### config.mk
export PLATFORM = sky130hd
export DESIGN_NAME = can_bit_timing_calculator
export DESIGN_NICKNAME = d
export VERILOG_FILES = /design/src/design/cbt_pkg.sv /design/src/design/cbt_div.sv /design/src/design/can_bit_timing_calculator.sv
export SDC_FILE = /design/constraint.sdc
export NUM_CORES = 2
export LEC_CHECK = 0
export ABC_AREA = 1
export BUFFER_PORTS_ARGS = -buffer_cell sky130_fd_sc_hd__buf_2
export CAP_MARGIN = 20
export CORE_UTILIZATION = 35
export CTS_BUF_LIST = sky130_fd_sc_hd__clkbuf_2 sky130_fd_sc_hd__clkbuf_4 sky130_fd_sc_hd__clkbuf_8
export DETAILED_ROUTE_END_ITERATION = 8
export MAX_ROUTING_LAYER = met4
export PLACE_DENSITY_LB_ADDON = 0.1
export SLEW_MARGIN = 20
export SYNTH_ARGS = -nofsm -noshare
export SYNTH_HDL_FRONTEND = slang
export SYNTH_HIERARCHICAL = 1
export SYNTH_SLANG_ARGS = --single-unit
### constraint.sdc
create_clock -name clk -period 14.1 [get_ports clk]
set_input_delay 3.525 -clock clk [delete_from_list [all_inputs] [get_ports clk]]
set_output_delay 3.525 -clock clk [all_outputs]
set_load 0.1 [all_outputs]
### src/design/cbt_pkg.sv
`timescale 1ns / 1ps
// ----------------------------------------------------------------------------
// cbt_pkg: shared types and constants for the CAN bit timing calculator
// Widths of the arithmetic path, status and register codes, sequencer
// states and the sample point table.
// ----------------------------------------------------------------------------
package cbt_pkg;

  // arithmetic widths
  localparam int unsigned SPEED_W = 20;  // requested speed field
  localparam int unsigned RATE_W  = 23;  // bit rate in bit/s, up to 5e6
  localparam int unsigned NUM_W   = 26;  // oscillator in Hz, up to 63e6
  localparam int unsigned DEN_W   = 30;  // 2*(p+1)*rate for p up to 63
  localparam int unsigned PROD_W  = 2 * DEN_W;
  localparam int unsigned CNT_W   = $clog2(NUM_W);

  // scaling constants
  localparam int unsigned KBPS_LIMIT = 5000;
  localparam int unsigned KBPS_SCALE = 1000;
  localparam int unsigned HZ_PER_MHZ = 1000000;

  // legal bit length in quanta
  localparam int unsigned BT_MIN = 8;
  localparam int unsigned BT_MAX = 24;

  // configuration register indexes
  localparam logic CFG_OSC_MHZ = 1'b0;
  localparam logic CFG_SJW     = 1'b1;

  // result status codes
  typedef enum logic [1:0] {
    ST_OK        = 2'd0,
    ST_NO_FIT    = 2'd1,
    ST_SEG_SHORT = 2'd2,
    ST_SJW_WIDE  = 2'd3
  } cbt_status_t;

  // sequencer states
  typedef enum logic [3:0] {
    S_IDLE,
    S_SETUP,
    S_DIV_GO,
    S_DIV_WAIT,
    S_MUL_A,
    S_MUL_B,
    S_CMP,
    S_TAKE,
    S_NEXT,
    S_FINISH
  } cbt_state_t;

  // sample point floor(0.7*bt) for bt in 8..24
  function automatic logic [4:0] sample_point(input logic [4:0] bt);
    logic [4:0] sp;
    case (bt)
      5'd8:    sp = 5'd5;
      5'd9:    sp = 5'd6;
      5'd10:   sp = 5'd7;
      5'd11:   sp = 5'd7;
      5'd12:   sp = 5'd8;
      5'd13:   sp = 5'd9;
      5'd14:   sp = 5'd9;
      5'd15:   sp = 5'd10;
      5'd16:   sp = 5'd11;
      5'd17:   sp = 5'd11;
      5'd18:   sp = 5'd12;
      5'd19:   sp = 5'd13;
      5'd20:   sp = 5'd14;
      5'd21:   sp = 5'd14;
      5'd22:   sp = 5'd15;
      5'd23:   sp = 5'd16;
      5'd24:   sp = 5'd16;
      default: sp = 5'd0;
    endcase
    return sp;
  endfunction

endpackage

### src/design/cbt_div.sv
`timescale 1ns / 1ps
// ----------------------------------------------------------------------------
// cbt_div: serial restoring divider
// Divides the oscillator frequency by the candidate divisor, one quotient
// bit per cycle, and pulses done with quotient and remainder held.
// ----------------------------------------------------------------------------
module cbt_div
  import cbt_pkg::*;
(
  input  logic             clk,
  input  logic             rst_n,
  input  logic             start,
  input  logic [NUM_W-1:0] dividend,
  input  logic [DEN_W-1:0] divisor,
  output logic             done,
  output logic [NUM_W-1:0] quotient,
  output logic [DEN_W-1:0] remainder
);

  logic             busy_r;
  logic             done_r;
  logic [CNT_W-1:0] cnt_r;
  logic [NUM_W-1:0] quo_r;
  logic [DEN_W-1:0] rem_r;

  logic [DEN_W:0]   rem_sh;
  logic             fits;
  logic [DEN_W:0]   rem_diff;

  // shift in the next dividend bit and trial subtract
  always_comb begin
    rem_sh   = {rem_r, quo_r[NUM_W-1]};
    fits     = (rem_sh >= {1'b0, divisor});
    rem_diff = rem_sh - {1'b0, divisor};
  end

  // control
  always_ff @(posedge clk) begin
    if (!rst_n) begin
      busy_r <= 1'b0;
      done_r <= 1'b0;
      cnt_r  <= '0;
    end else begin
      done_r <= 1'b0;
      if (start) begin
        busy_r <= 1'b1;
        cnt_r  <= CNT_W'(NUM_W - 1);
      end else if (busy_r) begin
        if (cnt_r == '0) begin
          busy_r <= 1'b0;
          done_r <= 1'b1;
        end else begin
          cnt_r <= cnt_r - 1'b1;
        end
      end
    end
  end

  // quotient and partial remainder
  always_ff @(posedge clk) begin
    if (start) begin
      quo_r <= dividend;
      rem_r <= '0;
    end else if (busy_r) begin
      quo_r <= {quo_r[NUM_W-2:0], fits};
      rem_r <= fits ? rem_diff[DEN_W-1:0] : rem_sh[DEN_W-1:0];
    end
  end

  assign done      = done_r;
  assign quotient  = quo_r;
  assign remainder = rem_r;

endmodule

### src/design/can_bit_timing_calculator.sv
`timescale 1ns / 1ps
// ----------------------------------------------------------------------------
// can_bit_timing_calculator: CAN bit timing register calculation
// Searches the prescalers for the bit length in quanta with the smallest
// fractional part inside 8..24, splits the bit at 70 percent and returns
// the three timing register bytes with a status code.
//
//   channel | direction | handshake             | payload
//   --------+-----------+-----------------------+-----------------------------
//   in      | input     | in_valid / in_ready   | in_bus_speed
//   out     | output    | out_valid / out_ready | out_cnf1_byte, out_cnf2_byte,
//           |           |                       | out_cnf3_byte, out_timing_status
//   cfg     | input     | cfg_valid / cfg_ready | cfg_index, cfg_data
//
// A request runs the serial divider once per prescaler, plus two shared
// multiplier passes for each in-range candidate after the first.
// Reset is synchronous, active low, and restores osc_mhz = 16, jump width 1.
// in_ready is high only while idle; a finished result sits in the output
// register and the next request is accepted while it waits to be taken.
// cfg_ready is always high.
// ----------------------------------------------------------------------------
module can_bit_timing_calculator
  import cbt_pkg::*;
#(
  parameter int PRESCALER_COUNT = 63
)
(
  input  logic               clk,
  input  logic               rst_n,
  // request channel
  input  logic               in_valid,
  output logic               in_ready,
  input  logic [SPEED_W-1:0] in_bus_speed,
  // result channel
  output logic               out_valid,
  input  logic               out_ready,
  output logic [7:0]         out_cnf1_byte,
  output logic [7:0]         out_cnf2_byte,
  output logic [7:0]         out_cnf3_byte,
  output logic [1:0]         out_timing_status,
  // configuration channel
  input  logic               cfg_valid,
  output logic               cfg_ready,
  input  logic               cfg_index,
  input  logic [5:0]         cfg_data
);

  localparam int P_W = (PRESCALER_COUNT > 1) ? $clog2(PRESCALER_COUNT) : 1;

  cbt_state_t state_r, state_nxt;

  logic [5:0]        osc_mhz_r;
  logic [2:0]        sjw_cfg_r;
  logic [2:0]        sjw_r;
  logic [RATE_W-1:0] rate_r;
  logic [NUM_W-1:0]  num_r;
  logic [DEN_W-1:0]  den_r;
  logic [P_W-1:0]    p_r;
  logic              found_r;
  logic [DEN_W-1:0]  best_rem_r;
  logic [DEN_W-1:0]  best_den_r;
  logic [4:0]        best_bt_r;
  logic [5:0]        best_p_r;
  logic [PROD_W-1:0] prod_a_r;
  logic [PROD_W-1:0] prod_b_r;

  logic              out_valid_r;
  logic [7:0]        cnf1_r, cnf2_r, cnf3_r;
  cbt_status_t       status_r;

  logic              in_acc;
  logic              out_free;
  logic              div_start;
  logic              div_done;
  logic [NUM_W-1:0]  div_quo;
  logic [DEN_W-1:0]  div_rem;
  logic              in_range;
  logic              p_last;
  logic [DEN_W-1:0]  den_step;
  logic [DEN_W-1:0]  mul_a, mul_b;
  logic [PROD_W-1:0] mul_p;

  assign in_ready  = (state_r == S_IDLE);
  assign cfg_ready = 1'b1;
  assign in_acc    = in_valid && in_ready;
  assign out_free  = !out_valid_r || out_ready;

  // configuration registers
  always_ff @(posedge clk) begin
    if (!rst_n) begin
      osc_mhz_r <= 6'd16;
      sjw_cfg_r <= 3'd1;
    end else if (cfg_valid) begin
      unique case (cfg_index)
        CFG_OSC_MHZ: osc_mhz_r <= cfg_data;
        CFG_SJW:     sjw_cfg_r <= cfg_data[2:0];
      endcase
    end
  end

  // shared serial divider
  cbt_div u_div (
    .clk       (clk),
    .rst_n     (rst_n),
    .start     (div_start),
    .dividend  (num_r),
    .divisor   (den_r),
    .done      (div_done),
    .quotient  (div_quo),
    .remainder (div_rem)
  );

  assign in_range = (div_quo >= NUM_W'(BT_MIN)) && (div_quo <= NUM_W'(BT_MAX));
  assign p_last   = (p_r == P_W'(PRESCALER_COUNT - 1));
  assign den_step = DEN_W'({rate_r, 1'b0});

  // shared multiplier for the cross-multiplied fraction compare
  always_comb begin
    mul_a = (state_r == S_MUL_A) ? div_rem    : best_rem_r;
    mul_b = (state_r == S_MUL_A) ? best_den_r : den_r;
    mul_p = PROD_W'(mul_a) * PROD_W'(mul_b);
  end

  // sequencer state register
  always_ff @(posedge clk) begin
    if (!rst_n) begin
      state_r <= S_IDLE;
    end else begin
      state_r <= state_nxt;
    end
  end

  // sequencer next state
  always_comb begin
    state_nxt = state_r;
    div_start = 1'b0;
    unique case (state_r)
      S_IDLE: begin
        if (in_valid) state_nxt = S_SETUP;
      end
      S_SETUP: begin
        state_nxt = (rate_r == '0) ? S_FINISH : S_DIV_GO;
      end
      S_DIV_GO: begin
        div_start = 1'b1;
        state_nxt = S_DIV_WAIT;
      end
      S_DIV_WAIT: begin
        if (div_done) begin
          if (!in_range)    state_nxt = S_NEXT;
          else if (found_r) state_nxt = S_MUL_A;
          else              state_nxt = S_TAKE;
        end
      end
      S_MUL_A: state_nxt = S_MUL_B;
      S_MUL_B: state_nxt = S_CMP;
      S_CMP: begin
        state_nxt = (prod_a_r < prod_b_r) ? S_TAKE : S_NEXT;
      end
      S_TAKE: state_nxt = S_NEXT;
      S_NEXT: begin
        state_nxt = p_last ? S_FINISH : S_DIV_GO;
      end
      S_FINISH: begin
        if (out_free) state_nxt = S_IDLE;
      end
      default: state_nxt = S_IDLE;
    endcase
  end

  // search control
  always_ff @(posedge clk) begin
    if (!rst_n) begin
      found_r <= 1'b0;
      p_r     <= '0;
    end else if (in_acc) begin
      found_r <= 1'b0;
      p_r     <= '0;
    end else if (state_r == S_TAKE) begin
      found_r <= 1'b1;
    end else if (state_r == S_NEXT && !p_last) begin
      p_r <= p_r + 1'b1;
    end
  end

  // request capture and search datapath
  always_ff @(posedge clk) begin
    if (in_acc) begin
      rate_r <= (in_bus_speed <= SPEED_W'(KBPS_LIMIT)) ?
                RATE_W'(in_bus_speed) * RATE_W'(KBPS_SCALE) : RATE_W'(in_bus_speed);
      num_r  <= NUM_W'(osc_mhz_r) * NUM_W'(HZ_PER_MHZ);
      if (sjw_cfg_r == 3'd0)     sjw_r <= 3'd1;
      else if (sjw_cfg_r > 3'd4) sjw_r <= 3'd4;
      else                       sjw_r <= sjw_cfg_r;
    end
    if (state_r == S_SETUP) den_r <= den_step;
    if (state_r == S_NEXT && !p_last) den_r <= den_r + den_step;
    if (state_r == S_MUL_A) prod_a_r <= mul_p;
    if (state_r == S_MUL_B) prod_b_r <= mul_p;
    if (state_r == S_TAKE) begin
      best_rem_r <= div_rem;
      best_den_r <= den_r;
      best_bt_r  <= div_quo[4:0];
      best_p_r   <= 6'(p_r);
    end
  end

  // segment split and register bytes
  logic [4:0]  sp, prop, ph1, ph2, prop_m1, ph1_m1, ph2_m1;
  logic [1:0]  sjw_m1;
  cbt_status_t status_nxt;

  always_comb begin
    sp      = sample_point(best_bt_r);
    prop    = (sp - 5'd1) >> 1;
    ph1     = sp - prop - 5'd1;
    ph2     = best_bt_r - sp;
    prop_m1 = prop - 5'd1;
    ph1_m1  = ph1 - 5'd1;
    ph2_m1  = ph2 - 5'd1;
    sjw_m1  = 2'(sjw_r - 3'd1);
    if (!found_r)                      status_nxt = ST_NO_FIT;
    else if ((prop + ph1) < ph2)       status_nxt = ST_SEG_SHORT;
    else if (ph2 <= {2'b00, sjw_r})    status_nxt = ST_SJW_WIDE;
    else                               status_nxt = ST_OK;
  end

  // output register
  always_ff @(posedge clk) begin
    if (!rst_n) begin
      out_valid_r <= 1'b0;
    end else if (state_r == S_FINISH && out_free) begin
      out_valid_r <= 1'b1;
    end else if (out_ready) begin
      out_valid_r <= 1'b0;
    end
  end

  always_ff @(posedge clk) begin
    if (state_r == S_FINISH && out_free) begin
      status_r <= status_nxt;
      if (status_nxt == ST_OK) begin
        cnf1_r <= {sjw_m1, best_p_r};
        cnf2_r <= {1'b1, 1'b0, ph1_m1[2:0], prop_m1[2:0]};
        cnf3_r <= {1'b1, 2'b00, ph2_m1};
      end else begin
        cnf1_r <= 8'h00;
        cnf2_r <= 8'h00;
        cnf3_r <= 8'h00;
      end
    end
  end

  assign out_valid         = out_valid_r;
  assign out_cnf1_byte     = cnf1_r;
  assign out_cnf2_byte     = cnf2_r;
  assign out_cnf3_byte     = cnf3_r;
  assign out_timing_status = status_r;

  // divider finishes only while the sequencer waits for it
  a_div_done_wait: assert property (@(posedge clk) disable iff (!rst_n)
    div_done |-> state_r == S_DIV_WAIT)
    else $error("divider done outside wait state");

  // a kept candidate always has a legal bit length
  a_best_bt_legal: assert property (@(posedge clk) disable iff (!rst_n)
    (found_r && state_r == S_FINISH) |->
      (best_bt_r >= 5'(BT_MIN) && best_bt_r <= 5'(BT_MAX)))
    else $error("kept bit length out of range");

  // prescaler counter never runs past the last prescaler
  a_p_bound: assert property (@(posedge clk) disable iff (!rst_n)
    p_r <= P_W'(PRESCALER_COUNT - 1))
    else $error("prescaler counter overrun");

  // failed results carry zero register bytes
  a_fail_zero: assert property (@(posedge clk) disable iff (!rst_n)
    (out_valid_r && status_r != ST_OK) |->
      (cnf1_r == 8'h00 && cnf2_r == 8'h00 && cnf3_r == 8'h00))
    else $error("nonzero bytes on failed result");

  // good results have the fixed top bits of cnf2 and cnf3 set
  a_ok_marks: assert property (@(posedge clk) disable iff (!rst_n)
    (out_valid_r && status_r == ST_OK) |-> (cnf2_r[7] && cnf3_r[7]))
    else $error("good result missing top bits");

endmodule
==> Word level (Yosys, flattened, before mapping) <==
Memory sizes are Yosys's and may differ from the RTL's. A register that Yosys moved wholly into a read port is not among the register bits.
Cells that the tools add are included.
Widths: inputs -> output; s select.
{ "totals": {"reg_bits": 377, "romBits": 160, "out_inout_bits": 29, "word_cells": 135, "memories": 1} }
{ "classes": {"addsub": 13, "n_mul": 3, "n_lt_le_gt_ge": 8, "eq_ne": 14, "muxes": 34, "bitwise_logic": 5, "n_reduce_logical": 25} }
{ "memory_table": {"columns": ["name", "words", "width", "read_ports", "rd_clocked_by_memory_dff", "write_ports", "line_no", "text"], "rows": [
  ["(no name shown)", 32, 5, 1, 1, 0, "cbt_pkg.sv:55", "case (bt)"]
]} }
{ "ops": {"columns": ["op", "count"], "rows": [
  ["$mux 30", 5],
  ["$lt 60x60->1", 1],
  ["$mul 30x30->60", 1],
  ["$mux 26", 2],
  ["$pmux 4 s10", 1],
  ["$ge 31x30->1", 1],
  ["$add 30x24->30", 1],
  ["$sub 30x30->30", 1],
  ["$mux 4", 7],
  ["$ge 26x4->1 const B", 1],
  ["$le 26x5->1 const B", 1],
  ["$logic_not 23->1", 1],
  ["$le 20x13->1 const B", 1],
  ["$mul 20x7->20 const B", 1],
  ["$mul 6x14->20 const B", 1],
  ["$mux 20", 1],
  ["$mux 5", 4],
  ["$sub 5x1->5 const B", 4],
  ["$eq 4x3->1 const B", 4],
  ["$mux 8", 2],
  ["$reduce_and 2->1", 5],
  ["$eq 4x2->1 const B", 2],
  ["$eq 4x4->1 const B", 2],
  ["$mux 2", 4],
  ["27 further kinds", 48]
]} }

==> Depth between registers and ports, before layout <==
{ "depth": {"depth_word": 9, "ltp_mapped": 41} }

==> Hierarchy <==
Netlist, hierarchy kept.
{ "by_module_without_submodules": {"columns": ["module", "n_inst", "cells_each", "area_each_um2", "seq_area_each_um2"], "rows": [
  ["can_bit_timing_calculator", 1, 5460, 48163.7, 9078.7],
  ["cbt_div", 1, 853, 5168.7, 1521.5]
]} }

==> Worst setup path after synthesis <==
Ideal clock, no wire load.
{ "synth_path": {"path_type": "reg2reg", "startpoint": "reg state_r[2]", "endpoint": "reg prod_a_r[56], data pin", "setup_time_ns": 0.257, "t_arrival_ns": 7.762, "required_time_ns": 13.843, "setup_slack_ns": 6.081, "stages_incl_launch_ff": 38, "path_buffers": 3, "period_less_slack_ns": 8.019, "path_cell_list": "dfxtp_1 inv_2 nor2_1 inv_2 nor2_8 inv_4 buf_6 buf_6 o21ai_4 buf_2 nand2_1 fa_1 inv_1 fa_1 inv_1 fa_1 inv_1 fa_1 [... 2 more ...] inv_1 fa_1 fa_1 inv_1 fa_1 inv_1 ha_1 nand2_1 nor2_1 inv_1 nor2_1 inv_1 nor2_1 inv_1 nor4_1 nand2_1 nand4_1 nand2_1"} }
{ "synth_between": {"elab_chain_len": 3} }
{ "synth_rtl": {"columns": ["element", "line_no", "text"], "rows": [
  ["start: declaration", "can_bit_timing_calculator.sv:50", "cbt_state_t state_r, state_nxt;"],
  ["start signal: assignment", "can_bit_timing_calculator.sv:129", "state_r <= state_nxt;"],
  ["$eq 4x3->1 (*)", "can_bit_timing_calculator.sv:119, can_bit_timing_calculator.sv:120", null],
  ["$mux 30, on equally long branches", "can_bit_timing_calculator.sv:119, can_bit_timing_calculator.sv:120", null],
  ["$mul 30x30->60 (*)", "can_bit_timing_calculator.sv:121", "mul_p = PROD_W'(mul_a) * PROD_W'(mul_b);"],
  ["via mul_p[56]", "can_bit_timing_calculator.sv:81", "logic [PROD_W-1:0] mul_p;"],
  ["end signal: assignment", "can_bit_timing_calculator.sv:198", "if (state_r == S_MUL_A) prod_a_r <= mul_p;"],
  ["end: declaration", "can_bit_timing_calculator.sv:64", "logic [PROD_W-1:0] prod_a_r;"]
]} }
The timed path passes the listed nets; every way through them passes the cells marked *.
A chain may end at the register's enable or synchronous reset.

==> Worst setup path in the final report <==
{ "layout_path": {"startpoint": "reg state_r[2]", "endpoint": "reg prod_a_r[37], data pin"} }
The elaborated chain is that of the path after synthesis.

==> impl_metrics.env <==
export IMPL_vias=41181
export IMPL_antenna_found_initial=3
export IMPL_drtIter0Drc=2558
export IMPL_max_cap_viol_count=0
export IMPL_cts_buffer_depth=3
export IMPL_cp_common_cell="fa_1"
export IMPL_relSlewSlack=0.2231
export IMPL_ctsResizeCount=0
export IMPL_hold_path_end="u_div/cnt_r[4]"
export IMPL_fin_hold_ws_ns=0.4658
export IMPL_htree_levels=3
export IMPL_cp_slowest_cell="buf_4"
export IMPL_hpwl_mm=141.8
export IMPL_endpoint_kind="flip-flop"
export IMPL_fin_crit_sh=0.7143
export IMPL_synthToLayoutAreaGrowth_pct=7.482
export IMPL_ys_warn_count=6
export IMPL_ff2ff_path_depth=31
export IMPL_dpl_cell_area_sq_mm=0.05579
export IMPL_netlist_area_sq_mm=0.05333
export IMPL_clkTransAtPathRegs_ns=0.06
export IMPL_fmax_mhz=99.29
export IMPL_root_buffer="clkbuf_8"
export IMPL_dr_wl_met3_mm=8.612
export IMPL_hold_path_class="reg -> reg"
export IMPL_grt_pass1_vias=42876
export IMPL_cts_tree="built"
export IMPL_grt_ovfl_total=0
export IMPL_highest_layer="met4"
export IMPL_r2r_slack_ns=4.03
export IMPL_worstSetupStartpointType="flip-flop"
export IMPL_drv_slew=0
export IMPL_crit_arrival_ns=10.49
export IMPL_core_area_sq_mm=0.1505
export IMPL_final_area_sq_mm=0.05732
export IMPL_ant_nets=0
export IMPL_clock_latency_ns=0.79
export IMPL_grt_max_degree=61
export IMPL_path_class="reg -> reg"
export IMPL_postCtsHoldBufs=0
export IMPL_start_util=0.3544
export IMPL_cts_setup_buffers=0
export IMPL_outcome="finished, final reports clean"
export IMPL_finalHoldViolCount=0
export IMPL_numCtsBuffers=74
export IMPL_r2r_end="prod_a_r[37]"
export IMPL_critPathMaxStageDelay_ns=0.75
export IMPL_setup_viol=0
export IMPL_timing_rr_start="state_r[2]"
export IMPL_drc_errors=0
export IMPL_worst_ep_required_time_ns=14.52
export IMPL_tightest_slew_ns=1.164
export IMPL_wire_per_inst_um=21.19
export IMPL_drtPass1Iterations=6
export IMPL_wl_mm=178.4
export IMPL_fin_setup_tns_ns=0
export IMPL_ys_seq_area_frac=0.1988
export IMPL_crit_family="adder cells"
export IMPL_syn_inst=6313
export IMPL_final_cell_mix="inv_1, nand2_1, nor2_1, fa_1, ha_1"
export IMPL_chipHeight_um=392.4
export IMPL_die_x_um=392.4
export IMPL_rsz0062_at_grt="false"
export IMPL_grt_pass1_wl_mm=268.3
export IMPL_ys_seq_elements=374
export IMPL_io_buffers=56
export IMPL_row_count=142
export IMPL_wl_met1_mm=77.26
export IMPL_hp_start="u_div/cnt_r[4]"
export IMPL_avgSynthCellArea_sq_um=8.448
export IMPL_whs_path_depth=2
export IMPL_ys_types=55
export IMPL_final_common_cell="inv_1"
export IMPL_drive_above_1_share=0.05810
export IMPL_routed_via_density=4.890
export IMPL_gp_congestion=0.9335
export IMPL_ios=61
export IMPL_grt_usage=0.2429
export IMPL_die_area_sq_mm=0.1539
export IMPL_cts_sinks=374
export IMPL_fin_nets=7705
export IMPL_worst_path_buf_inv=10
export IMPL_fin_skew_ns=0.09725
export IMPL_dr_wl_met2_mm=86.50
export IMPL_period_minus_slack_ns=10.07
export IMPL_path_max_fanout=60
## how the worst max path moves through the flow
stage | cells past startpoint | start | slack, ns | endpoint
6_report | 31 | state_r[2] | 4.03 | prod_a_r[37]
3_3_place_gp | 30 | state_r[2] | 3.69 | prod_b_r[36]
4_1_cts | 34 | state_r[2] | 3.96 | prod_a_r[36]
2_1_floorplan | 37 | state_r[2] | 6.08 | prod_a_r[56]
5_1_grt | 31 | state_r[0] | 3.44 | prod_a_r[36]
3_5_place_dp | 34 | state_r[2] | 4.05 | prod_b_r[36]
## tightest hold or removal path, stage by stage, from the launching register on
cell and delay [ns]:
dfxtp_1 0.31, nand2_1 0.06, a21oi_1 0.05
## sequential cells by signal, indices dropped and copies added, names as in the netlist, 4 cells and up
name	flops
best_den_r	29
prod_b_r	59
rate_r	23
state_r	4
p_r	6
num_r	20
out_cnf1_byte	8
best_bt_r	5
prod_a_r	59
osc_mhz_r	6
u_div/quotient	26
u_div/remainder	30
best_rem_r	30
out_cnf2_byte	6
sp	5
best_p_r	6
den_r	29
out_cnf3_byte	6
u_div/cnt_r	5
## layer usage
layer  vias to the layer above  track usage
met5                         -            -
met3                       261      0.03102
met1                     20639       0.3064
met2                      1024       0.4040
met4                         0      0.07628
li1                      19257            -
## per-stage QoR
step,util,instances,setup slack (ns)
final,0.3809,8421,4.028
after global routing,0.3809,8421,3.438
after CTS,0.3808,8418,3.957
after detailed placement,0.3707,8288,4.049
after global placement,0.3706,8287,3.688
after floorplan,-,6323,6.081
## cells by family after synthesis
family / Yosys count / share of synthesized area
other: 2 / 0.0001408
DFF: 374 / 0.1988
muxes: 3 / 0.0005865
adders and majority gates: 1324 / 0.4262
AOI/OAI and AO/OA: 506 / 0.05776
buffers and inverters: 1593 / 0.1174
and+or+nand+nor: 2392 / 0.1796
xor gates and xnor gates: 119 / 0.01954
## final cells by class
cell class | instances | area [sq um]
Fill cell | 15761 | 93160
Multi-Input combinational cell | 4356 | 36570
Sequential cell | 374 | 10600
Inverter | 1424 | 5350
Tap cell | 2016 | 2522
Clock buffer | 105 | 1264
Timing Repair Buffer | 119 | 768.2
Clock inverter | 25 | 245.2
Antenna cell | 2 | 5.005
## cell usage after synthesis (all sizes together)
library cell	instances	area share
conb	2	0.00014
nor3b	2	0.00028
and3	2	0.00023
dfxtp	63	0.024
a21oi	214	0.020
or2	23	0.0027
xor2	69	0.011
a32oi	1	0.00016
nor2	848	0.060
buf	129	0.014
edfxtp	311	0.18
and2	9	0.0011
a31oi	22	0.0026
a21boi	2	0.00028
o22ai	4	0.00047
o21ai	197	0.025
nand2	1219	0.086
inv	1415	0.10
clkinv	9	0.00063
a21o	17	0.0024
o211a	1	0.00019
clkbuf	40	0.0028
o221ai	3	0.00049
a31o	2	0.00033
ha	503	0.12
nand4	38	0.0045
o2111ai	2	0.00033
o21bai	23	0.0032
nand3b	10	0.0014
mux2	1	0.00021
o21a	3	0.00042
xnor2	50	0.0082
nor3	43	0.0041
nand3	190	0.018
o211ai	7	0.00099
nor4	8	0.00094
mux2i	2	0.00038
fa	821	0.31
a211oi	8	0.0011
Power is not shown: default switching activity piles up to over one toggle a cycle in this logic, so the estimate is an artifact.
